--- config.mk ---
export PLATFORM = sky130hd
export DESIGN_NAME = uart_link_sleep_wake_handshake_top
export DESIGN_NICKNAME = d
export VERILOG_FILES = /design/src/sv/ulsw_pkg.sv /design/src/sv/ulsw_step.sv /design/src/sv/uart_link_sleep_wake_handshake_top.sv
export SDC_FILE = /design/constraint.sdc
export NUM_CORES = 1
export LEC_CHECK = 0
export BUFFER_PORTS_ARGS = -buffer_cell sky130_fd_sc_hd__buf_2
export CAP_MARGIN = 20
export CELL_PAD_IN_SITES_DETAIL_PLACEMENT = 2
export CELL_PAD_IN_SITES_GLOBAL_PLACEMENT = 2
export CORE_UTILIZATION = 39
export DETAILED_ROUTE_END_ITERATION = 8
export PLACE_DENSITY_LB_ADDON = 0.1
export SLEW_MARGIN = 15
export SYNTH_ARGS = -nofsm -noshare
export SYNTH_HDL_FRONTEND = slang
export SYNTH_SLANG_ARGS = --single-unit
--- constraint.sdc ---
create_clock -name aclk -period 7.83 [get_ports aclk]
set_input_delay 1.9575 -clock aclk [delete_from_list [all_inputs] [get_ports aclk]]
set_output_delay 1.9575 -clock aclk [all_outputs]
set_load 0.03 [all_outputs]
--- src/sv/ulsw_pkg.sv ---
`timescale 1ns / 1ps
// Package for the UART link sleep/wake handshake block: item structs, action and
// flag codes, power command codes, register indexes and reset values.
// Depends on nothing.
package ulsw_pkg;

    typedef enum logic [2:0] {
        ACT_TICK      = 3'd0,
        ACT_TX_BEFORE = 3'd1,
        ACT_TX_AFTER  = 3'd2,
        ACT_WAKE_IRQ  = 3'd3,
        ACT_WAKE_RSP  = 3'd4,
        ACT_ENABLE    = 3'd5,
        ACT_DISABLE   = 3'd6
    } action_t;

    typedef enum logic [1:0] {
        FLAG_NORMAL     = 2'd0,
        FLAG_SLEEP_ACK  = 2'd1,
        FLAG_WAKE_ACK   = 2'd2,
        FLAG_SLEEP_IND  = 2'd3
    } tx_flag_t;

    typedef enum logic [1:0] {
        PWR_NONE = 2'd0,
        PWR_UP   = 2'd1,
        PWR_DOWN = 2'd2
    } pwr_cmd_t;

    localparam int CFG_DATA_W  = 16;
    localparam int CFG_INDEX_W = 1;

    localparam logic [CFG_INDEX_W-1:0] CFG_IDLE_TIMEOUT = 1'd0;
    localparam logic [CFG_INDEX_W-1:0] CFG_HS_TIMEOUT   = 1'd1;

    localparam logic [CFG_DATA_W-1:0] IDLE_TIMEOUT_RESET = 16'd2000;
    localparam logic [CFG_DATA_W-1:0] HS_TIMEOUT_RESET   = 16'd1000;

    typedef struct packed {
        logic [2:0] action;
        logic [1:0] tx_flag;
        logic       power_change_fails;
        logic       sleep_send_fails;
    } in_item_t;

    typedef struct packed {
        logic       wake_line;
        logic [1:0] uart_power_cmd;
        logic       send_wake_response;
        logic       send_sleep_request;
        logic       tx_grant;
        logic       handshake_timed_out;
        logic       local_powered;
        logic       peer_awake;
        logic       enabled_status;
    } out_item_t;

    typedef struct packed {
        logic enabled;
        logic local_on;
        logic remote_awake;
        logic wake_level;
        logic handshake_pending;
        logic idle_armed;
    } link_flags_t;

endpackage

--- src/sv/ulsw_step.sv ---
`timescale 1ns / 1ps
// Combinational next-state and result logic for one item of the link power manager.
// Depends on ulsw_pkg.
module ulsw_step #(
    parameter int TIMER_WIDTH = 16
) (
    input  ulsw_pkg::in_item_t            item,
    input  ulsw_pkg::link_flags_t         flags,
    input  logic [TIMER_WIDTH-1:0]        hs_count,
    input  logic [TIMER_WIDTH-1:0]        idle_count,
    input  logic [ulsw_pkg::CFG_DATA_W-1:0] idle_timeout,
    input  logic [ulsw_pkg::CFG_DATA_W-1:0] hs_timeout,
    output ulsw_pkg::link_flags_t         flags_next,
    output logic [TIMER_WIDTH-1:0]        hs_count_next,
    output logic [TIMER_WIDTH-1:0]        idle_count_next,
    output ulsw_pkg::out_item_t           result
);

    localparam int LW = (TIMER_WIDTH > ulsw_pkg::CFG_DATA_W) ? TIMER_WIDTH
                                                             : ulsw_pkg::CFG_DATA_W;
    localparam logic [TIMER_WIDTH-1:0] TMAX = '1;
    localparam logic [TIMER_WIDTH-1:0] TONE = TIMER_WIDTH'(1);

    logic [LW-1:0]          idle_ext;
    logic [LW-1:0]          hs_ext;
    logic [TIMER_WIDTH-1:0] idle_limit;
    logic [TIMER_WIDTH-1:0] hs_limit;
    logic [TIMER_WIDTH-1:0] hs_inc;
    logic [TIMER_WIDTH-1:0] idle_inc;
    logic [1:0]             pwr;
    logic                   want_on;
    logic                   do_power;

    always_comb begin
        idle_ext = LW'(idle_timeout);
        hs_ext   = LW'(hs_timeout);
        if (idle_timeout == '0) begin
            idle_limit = TONE;
        end else if (idle_ext > LW'(TMAX)) begin
            idle_limit = TMAX;
        end else begin
            idle_limit = TIMER_WIDTH'(idle_ext);
        end
        if (hs_timeout == '0) begin
            hs_limit = TONE;
        end else if (hs_ext > LW'(TMAX)) begin
            hs_limit = TMAX;
        end else begin
            hs_limit = TIMER_WIDTH'(hs_ext);
        end
        hs_inc   = (hs_count < TMAX) ? hs_count + TONE : hs_count;
        idle_inc = (idle_count < TMAX) ? idle_count + TONE : idle_count;
    end

    always_comb begin
        flags_next      = flags;
        hs_count_next   = hs_count;
        idle_count_next = idle_count;
        result          = '0;
        want_on         = 1'b0;
        do_power        = 1'b0;
        pwr             = ulsw_pkg::PWR_NONE;

        unique case (item.action) inside
            ulsw_pkg::ACT_TICK: begin
                if (flags.handshake_pending) begin
                    hs_count_next = hs_inc;
                    if (hs_inc >= hs_limit) begin
                        flags_next.handshake_pending = 1'b0;
                        flags_next.wake_level        = 1'b0;
                        result.tx_grant              = 1'b1;
                        result.handshake_timed_out   = 1'b1;
                    end
                end else if (flags.idle_armed) begin
                    idle_count_next = idle_inc;
                    if (idle_inc >= idle_limit) begin
                        flags_next.idle_armed = 1'b0;
                        if (flags.enabled) begin
                            if (!flags.remote_awake) begin
                                want_on  = 1'b0;
                                do_power = 1'b1;
                            end else begin
                                result.send_sleep_request = 1'b1;
                                if (item.sleep_send_fails) begin
                                    flags_next.idle_armed = 1'b1;
                                    idle_count_next       = '0;
                                end
                            end
                        end
                    end
                end
            end
            ulsw_pkg::ACT_TX_BEFORE: begin
                if (!flags.enabled) begin
                    result.tx_grant = 1'b1;
                end else if (!flags.handshake_pending) begin
                    if (item.tx_flag == ulsw_pkg::FLAG_SLEEP_ACK) begin
                        flags_next.remote_awake = 1'b0;
                        result.tx_grant         = 1'b1;
                    end else begin
                        want_on  = 1'b1;
                        do_power = 1'b1;
                        if (item.tx_flag == ulsw_pkg::FLAG_WAKE_ACK ||
                            flags.remote_awake) begin
                            flags_next.remote_awake = 1'b1;
                            result.tx_grant         = 1'b1;
                        end else begin
                            flags_next.wake_level        = 1'b1;
                            flags_next.handshake_pending = 1'b1;
                            hs_count_next                = '0;
                        end
                    end
                end
            end
            ulsw_pkg::ACT_TX_AFTER: begin
                if (flags.enabled && !flags.handshake_pending) begin
                    if (item.tx_flag == ulsw_pkg::FLAG_SLEEP_IND) begin
                        flags_next.remote_awake = 1'b0;
                    end
                    flags_next.idle_armed = 1'b1;
                    idle_count_next       = '0;
                end
            end
            ulsw_pkg::ACT_WAKE_IRQ,
            ulsw_pkg::ACT_WAKE_RSP: begin
                if (flags.enabled) begin
                    flags_next.remote_awake      = 1'b1;
                    flags_next.wake_level        = 1'b0;
                    flags_next.handshake_pending = 1'b0;
                    result.tx_grant              = flags.handshake_pending;
                    if (item.action == ulsw_pkg::ACT_WAKE_IRQ) begin
                        result.send_wake_response = 1'b1;
                        flags_next.idle_armed     = 1'b1;
                        idle_count_next           = '0;
                    end
                end
            end
            ulsw_pkg::ACT_ENABLE: begin
                want_on                 = 1'b1;
                do_power                = 1'b1;
                flags_next.remote_awake = 1'b1;
                flags_next.enabled      = 1'b1;
            end
            ulsw_pkg::ACT_DISABLE: begin
                flags_next.enabled           = 1'b0;
                flags_next.handshake_pending = 1'b0;
                result.tx_grant              = flags.handshake_pending;
            end
            default: begin
            end
        endcase

        if (do_power && (flags.local_on != want_on)) begin
            pwr = want_on ? ulsw_pkg::PWR_UP : ulsw_pkg::PWR_DOWN;
            if (!item.power_change_fails) begin
                flags_next.local_on = want_on;
            end
        end

        result.uart_power_cmd = pwr;
        result.wake_line      = flags_next.wake_level;
        result.local_powered  = flags_next.local_on;
        result.peer_awake     = flags_next.remote_awake;
        result.enabled_status = flags_next.enabled;
    end

endmodule

--- src/sv/uart_link_sleep_wake_handshake_top.sv ---
`timescale 1ns / 1ps
// UART link power manager: one result item for every input item. An item is
// taken in every cycle while the result register is empty or being drained, and
// its result appears in the cycle after acceptance, held in the result register
// until taken; a new item cannot enter while a finished result waits undrained.
// The two timeout registers are written through a plain write port and read as
// one tick minimum, clipped to the largest value of a TIMER_WIDTH counter.
// Depends on ulsw_pkg and ulsw_step.
module uart_link_sleep_wake_handshake_top #(
    parameter int TIMER_WIDTH = 16
) (
    input  logic                                aclk,
    input  logic                                aresetn,
    input  logic                                s_valid,
    output logic                                s_ready,
    input  ulsw_pkg::in_item_t                  s_data,
    output logic                                m_valid,
    input  logic                                m_ready,
    output ulsw_pkg::out_item_t                 m_data,
    input  logic                                cfg_wr_en,
    input  logic [ulsw_pkg::CFG_INDEX_W-1:0]    cfg_wr_index,
    input  logic [ulsw_pkg::CFG_DATA_W-1:0]     cfg_wr_data
);

    ulsw_pkg::link_flags_t             flags_reg;
    ulsw_pkg::link_flags_t             flags_next;
    logic [TIMER_WIDTH-1:0]            hs_count_reg;
    logic [TIMER_WIDTH-1:0]            hs_count_next;
    logic [TIMER_WIDTH-1:0]            idle_count_reg;
    logic [TIMER_WIDTH-1:0]            idle_count_next;
    logic [ulsw_pkg::CFG_DATA_W-1:0]   idle_timeout_reg;
    logic [ulsw_pkg::CFG_DATA_W-1:0]   hs_timeout_reg;
    ulsw_pkg::out_item_t               result_next;
    ulsw_pkg::out_item_t               result_reg;
    logic                              out_valid_reg;
    logic                              accept;

    assign s_ready = !out_valid_reg || m_ready;
    assign accept  = s_valid && s_ready;
    assign m_valid = out_valid_reg;
    assign m_data  = result_reg;

    ulsw_step #(
        .TIMER_WIDTH(TIMER_WIDTH)
    ) u_step (
        .item            (s_data),
        .flags           (flags_reg),
        .hs_count        (hs_count_reg),
        .idle_count      (idle_count_reg),
        .idle_timeout    (idle_timeout_reg),
        .hs_timeout      (hs_timeout_reg),
        .flags_next      (flags_next),
        .hs_count_next   (hs_count_next),
        .idle_count_next (idle_count_next),
        .result          (result_next)
    );

    always_ff @(posedge aclk) begin
        if (!aresetn) begin
            idle_timeout_reg <= ulsw_pkg::IDLE_TIMEOUT_RESET;
            hs_timeout_reg   <= ulsw_pkg::HS_TIMEOUT_RESET;
        end else if (cfg_wr_en) begin
            unique case (cfg_wr_index)
                ulsw_pkg::CFG_IDLE_TIMEOUT: idle_timeout_reg <= cfg_wr_data;
                ulsw_pkg::CFG_HS_TIMEOUT:   hs_timeout_reg   <= cfg_wr_data;
                default: begin
                end
            endcase
        end
    end

    always_ff @(posedge aclk) begin
        if (!aresetn) begin
            flags_reg      <= '0;
            hs_count_reg   <= '0;
            idle_count_reg <= '0;
            out_valid_reg  <= 1'b0;
        end else begin
            if (accept) begin
                flags_reg      <= flags_next;
                hs_count_reg   <= hs_count_next;
                idle_count_reg <= idle_count_next;
                out_valid_reg  <= 1'b1;
            end else if (m_ready) begin
                out_valid_reg  <= 1'b0;
            end
        end
    end

    always_ff @(posedge aclk) begin
        if (accept) begin
            result_reg <= result_next;
        end
    end

endmodule

==> results of run 1 <==
## final cells by class
class,instances,area [um^2],area share
flip-flops and latches,81,1720,0.302
repair buffers,43,223,0.0391
multi-input cells,485,3080,0.541
inverters,47,176,0.0310
clock buffers,10,239,0.0420
well taps,172,215,0.0378
clock inverters,5,41.3,0.00725
## worst max path at each step
stage                         start   endpoint  slack, ns  cells after the start
finish                      m_ready    s_ready       3.45                      3
global route        hs_count_reg[0]  m_data[4]       3.17                     13
CTS                         m_ready    s_ready       3.44                      3
detailed placement          m_ready    s_ready       3.44                      3
global placement            m_ready    s_ready       3.46                      3
floorplan                   m_ready    s_ready       3.60                      1
## synth_stat cells (7+ instances only)
| cell | instances | area, um^2 |
|---|---|---|
| a21oi_1 | 46 | 230 |
| a31oi_1 | 16 | 100 |
| a32o_1 | 7 | 70.1 |
| and3_1 | 10 | 62.6 |
| buf_2 | 11 | 55.1 |
| clkbuf_1 | 17 | 63.8 |
| dfxtp_1 | 71 | 1420 |
| edfxtp_1 | 10 | 300 |
| ha_1 | 34 | 425 |
| inv_1 | 45 | 169 |
| nand2_1 | 105 | 394 |
| nand2b_1 | 8 | 50.1 |
| nand3_1 | 24 | 120 |
| nand4_1 | 10 | 62.6 |
| nor2_1 | 38 | 143 |
| nor2b_1 | 7 | 43.8 |
| nor3_1 | 17 | 85.1 |
| nor4_1 | 11 | 68.8 |
| o2111ai_1 | 11 | 96.3 |
| o211ai_1 | 24 | 180 |
| o21ai_0 | 20 | 100 |
| xnor2_1 | 16 | 140 |
## worst reg2reg max path: stages (launching register included)
cell and delay, ns:
dfxtp_1 0.45, ha_1 0.28, nand3_1 0.27, nor3_1 0.62
nand2_1 0.32, nand3_1 0.21, o21a_1 0.16, ha_1 0.25
a211o_1 0.29, a31oi_1 0.15, o31ai_1 0.10, a211oi_1 0.57
nor2_1 0.14, a221o_1 0.29
## metrics by stage
stage	hold WS (ns)	power (uW)	utilization	instance area, um^2	worst slack (ns)
after CTS	0.476	961	0.448	5690	3.44
after global routing	0.504	990	0.448	5690	3.17
after detailed placement	0.467	551	0.426	5410	3.44
after global placement	0.453	545	0.426	5410	3.46
after floorplan	0.436	513	-	5130	3.60
final	0.477	954	0.448	5690	3.45
## where the power goes
| part | internal (uW) | leakage, uW | switching (uW) |
|---|---|---|---|
| combinational | 30.9 | 0.00146 | 66.4 |
| clock | 224 | 0.000131 | 188 |
| sequential | 434 | 0.000679 | 10.2 |
## routing by layer
metal	wire (um)	share of wire	vias up	track usage
met5	0	0	-	0
met1	7710	0.47	2454	0.319
li1	-	-	2373	-
met4	240	0.015	0	0.0768
met2	8130	0.50	52	0.459
met3	305	0.019	21	0.0280
## kinds of logic (layout without fill, tap and decap cells)
kind of cell    Yosys count  after routing
compound gates          167            167
xor+xnor                 18             18
buf+inv                  81            105
simple gates            259            259
mux                       7              7
flops                    81             81
fa+ha+maj                34             34
## layout by cell type (no fill, tap or decap), drive strengths merged, types with 11 or more instances in the layout
master   count
xnor2       16
a31oi       16
dfxtp       71
nand3       25
nand4       11
o211ai      25
nor3        17
nand2      107
inv         47
nor2        39
buf         43
o21ai       21
nor4        14
a21oi       48
ha          34
o2111ai     11
==> impl_metrics.ini, run 1 <==
[status]
status = complete, no violations

[sta]
drv_slew = 0
grt_setup_unrepaired = no
setup_viol = 0
tightest_slew_ns = 0.892
maxSlewHeadroom = 0.403
finalCriticalPeriod_ns = 4.38
finClkSkew_ns = 0.00659
fin_crit_sh = 0.559
hold_viol_final = 0
fin_tns_setup_ns = 0
timing.fmax_ghz = 0.228

[global_route]
antenna_found_initial = 0
track_usage = 0.255
grt_start_max_net_pins = 36
grt_pass1_vias = 5174
grt_pass1_wl_mm = 26.7
overflow = 0

[placement]
routabilityCongestion = 0.821
io_buffers = 40
dp.cells = 828
dp_hpwl_mm = 12.0

[setup_path]
crit_fanout = 4
critPathSlowestCell = buf_2
timing.rr.start = hs_count_reg[0]
cp.required_ns = 5.87
cp.arrival_ns = 2.42
r2r_end = m_data[4]
r2r_slack_ns = 3.49
critPathLaunchType = input pin
crit_type = in2out
slowest_delay_ns = 0.20
cpMostUsedCell = buf_2
crit_chain = buf_2 -> nand2b_1 -> buf_2
crit_path_end_kind = output pin
r2r_cells = 13
crit_buf_inv = 2
cp_top_family = buffers and inverters

[clock_tree]
htree_levels = 3
clkTransAtPathRegs_ns = 0.06
cts_buffers = 9
root_buffer = clkbuf_16
cts_tree = yes
clock-sinks = 81
clock_latency_ns = 0.35
postCtsHoldBufs = 0
clk_path_buf_depth = 2
ctsResizeCount = 0
cts_setup_buffers = 0

[route]
drc = 0
drt_iter0_markers = 264
num_vias = 4900
wl_per_cell_um = 19.4
drtAntennaViolNets = 0
via_per_inst = 5.81
first_pass_iters = 4
routed_wl_mm = 16.4

[hold_path]
min_from = idle_timeout_reg[11]
hold_depth = 2
hold_path.class = reg2reg
min_to = idle_timeout_reg[11]

[floorplan]
fp.dieH_um = 117
start_util = 0.403
num_rows = 41
die_x_um = 117
core_mm2 = 0.0127
ios = 41
die_area_mm2 = 0.0136

[yosys]
synth_edf_count = 10
synth_top_family_by_area = simple AND/OR/NAND/NOR gates
postSynthAreaPerCell_um2 = 7.93
ys_ff_latch = 81
synth_adder_area_share = 0.0829
async_reset_ff_frac = 0
ys.flop_type = dfxtp_1
synth-compound-area-share = 0.220
synthXorXnorAreaFrac = 0.0307
yosysSeqAreaShare = 0.336
synth_cell_types = 70
ys.warnings.count = 0
syn_area_mm2 = 0.00513
syn_inst = 647
synth.area.mux_share = 0.0151
synth-simple-area-share = 0.251
synth_nets = 710

[final_layout]
finalNetCount = 730
area_growth_pct = 11.0
layout-drive-gt1-share = 0.121
fin_cells = 843
n_antenna_cell = 0
n_fill_cell = 1476

[power]
leakage_uw = 0.00227
p_per_area_mw_per_mm2 = 168
peakVddDrop_uv = 82.3

[job]
drv_cap = 0
Power figures use the tool's default switching activity.
==> inputs of run 2 (changes only) <==
--- a/config.mk
+++ b/config.mk
@@ -9,7 +9,7 @@
 export CAP_MARGIN = 20
 export CELL_PAD_IN_SITES_DETAIL_PLACEMENT = 2
 export CELL_PAD_IN_SITES_GLOBAL_PLACEMENT = 2
-export CORE_UTILIZATION = 39
+export CORE_UTILIZATION = 36
 export DETAILED_ROUTE_END_ITERATION = 8
 export PLACE_DENSITY_LB_ADDON = 0.1
 export SLEW_MARGIN = 15
==> constraint.sdc (replaced) <==
create_clock -name aclk -period 4.4 [get_ports aclk]
set_input_delay 1.1 -clock aclk [delete_from_list [all_inputs] [get_ports aclk]]
set_output_delay 1.1 -clock aclk [all_outputs]
set_load 0.03 [all_outputs]
==> run 2 against run 1 <==
Core utilization fell by 3.2 points. Via count increased by 0.51%. Sequential share of layout area down 0.37 points. Wire length grew 0.63%. Sequential cell count unchanged. Total power grew 80%. Clock skew about the same. Setup slack got worse by 3.1 ns. Highest routed layer unchanged.
==> impl_metrics.ini, run 2 (synthesis results as in run 1) <==
[global_route]
use_met1 = 0.307
overflow = 0
met3_usage = 0.0395
grt_pass1_wl_mm = 27.3
grt_start_max_net_pins = 36
use_met2 = 0.406
grt_pass1_vias = 5299
top_usage_layer = met2
antenna_found_initial = 0
track_usage = 0.239

[route]
routed_wl_mm = 16.5
drt_iter0_markers = 198
num_vias = 4925
drtAntennaViolNets = 0
first_pass_iters = 4
wl_per_cell_um = 19.2
via_per_inst = 5.73
drc = 0

[setup_path]
crit_path_start = idle_count_reg[5]
cp.arrival_ns = 4.31
cp.required_ns = 4.68
r2r_cells = 15
crit_path_end_kind = flip-flop
crit_fanout = 9
critPathCapture = idle_count_reg[2]
critPathLaunchType = flip-flop
timing.rr.start = idle_count_reg[5]
r2r_end = idle_count_reg[2]
r2r_slack_ns = 0.37
crit_type = reg2reg

[sta]
timing.fmax_ghz = 0.248
maxSlewHeadroom = 0.480
hold_viol_final = 0
finClkSkew_ns = 0.00698
fin_crit_sh = 0.917
tightest_slew_ns = 0.779
finalCriticalPeriod_ns = 4.03
grt_setup_unrepaired = no
drv_slew = 0
fin_tns_setup_ns = 0
setup_viol = 0

[floorplan]
start_util = 0.370
core_mm2 = 0.0139
fp.dieH_um = 121
die_area_mm2 = 0.0147
num_rows = 43
ios = 41
die_x_um = 121

[power]
p_per_area_mw_per_mm2 = 298
peakVddDrop_uv = 164
leakage_uw = 0.00231

[clock_tree]
clk_path_buf_depth = 2
cts_tree = yes
root_buffer = clkbuf_16
htree_levels = 3
cts_buffers = 9
ctsResizeCount = 0
clkTransAtPathRegs_ns = 0.07
cts_setup_buffers = 0
clock_latency_ns = 0.35
postCtsHoldBufs = 0
clock-sinks = 81

[job]
drv_cap = 0

[placement]
dp_hpwl_mm = 12.3
placed_area_mm2 = 0.00547
routabilityCongestion = 0.820
io_buffers = 40

[final_layout]
final_common_cell = nand2_1
area_growth_pct = 12.4
final_cell_area_mm2 = 0.00577
n_antenna_cell = 0
layout-drive-gt1-share = 0.131
finalNetCount = 737
layout_common_cells = nand2_1, dfxtp_1, a21oi_1, inv_1, buf_2
n_fill_cell = 1610

[hold_path]
min_from = hs_timeout_reg[0]
hold_path.class = reg2reg

[status]
status = complete, no violations
run 2: cell count changes in the layout (fill, tap and decap cells not counted), sizes merged:
cell  change
inv       +1
buf       +7
run 2: final cells by class:
cell class              instances  area [um^2]  area share
clock buffers                  10          239      0.0414
flip-flops and latches         81         1720       0.299
well taps                     180          225      0.0391
multi-input cells             485         3080       0.534
clock inverters                 6         50.0     0.00868
repair buffers                 50          275      0.0477
inverters                      47          176      0.0306
run 2: critical path: stages (launching register included):
cell and delay, ns:
dfxtp_1 0.47, nand4_1 0.18, or4_1 0.64, or2_1 0.39, nand3_1 0.16, or2_2 0.15
nand2_1 0.06, ha_1 0.31, and2_0 0.18, a221oi_1 0.26, o22ai_1 0.17, nor4_4 0.30
buf_4 0.19, buf_4 0.17, o211ai_1 0.11, a22oi_1 0.21
run 2: worst min path at each step:
| stage | endpoint | slack [ns] | cells past startpoint |
|---|---|---|---|
| 2_1_floorplan | hs_timeout_reg[0] | 0.44 | 2 |
| 3_3_place_gp | idle_timeout_reg[0] | 0.46 | 2 |
| 3_5_place_dp | hs_timeout_reg[0] | 0.46 | 2 |
| 4_1_cts | hs_timeout_reg[0] | 0.47 | 2 |
| 5_1_grt | hs_timeout_reg[0] | 0.50 | 2 |
| 6_report | hs_timeout_reg[0] | 0.47 | 2 |
run 2: layer usage:
metal / part of all wire / up-vias
met5: 0 / -
met4: 0.017 / 0
met3: 0.022 / 23
met2: 0.49 / 55
met1: 0.47 / 2449
li1: - / 2398
run 2: report_power, final:
| part | total, uW | switching [uW] | internal [uW] |
|---|---|---|---|
| Clock | 754 | 350 | 404 |
| Sequential | 790 | 18.4 | 772 |
| Combinational | 173 | 118 | 55.0 |
run 2: through the flow:
step	hold slack (ns)	utilization	setup slack (ns)	cells	power (uW)
floorplan	0.436	-	0.797	647	914
global placement	0.460	0.394	0.457	842	971
detailed placement	0.464	0.394	0.291	842	982
CTS	0.474	0.415	0.271	858	1730
global route	0.496	0.415	0.0135	859	1780
finish	0.475	0.415	0.367	859	1720
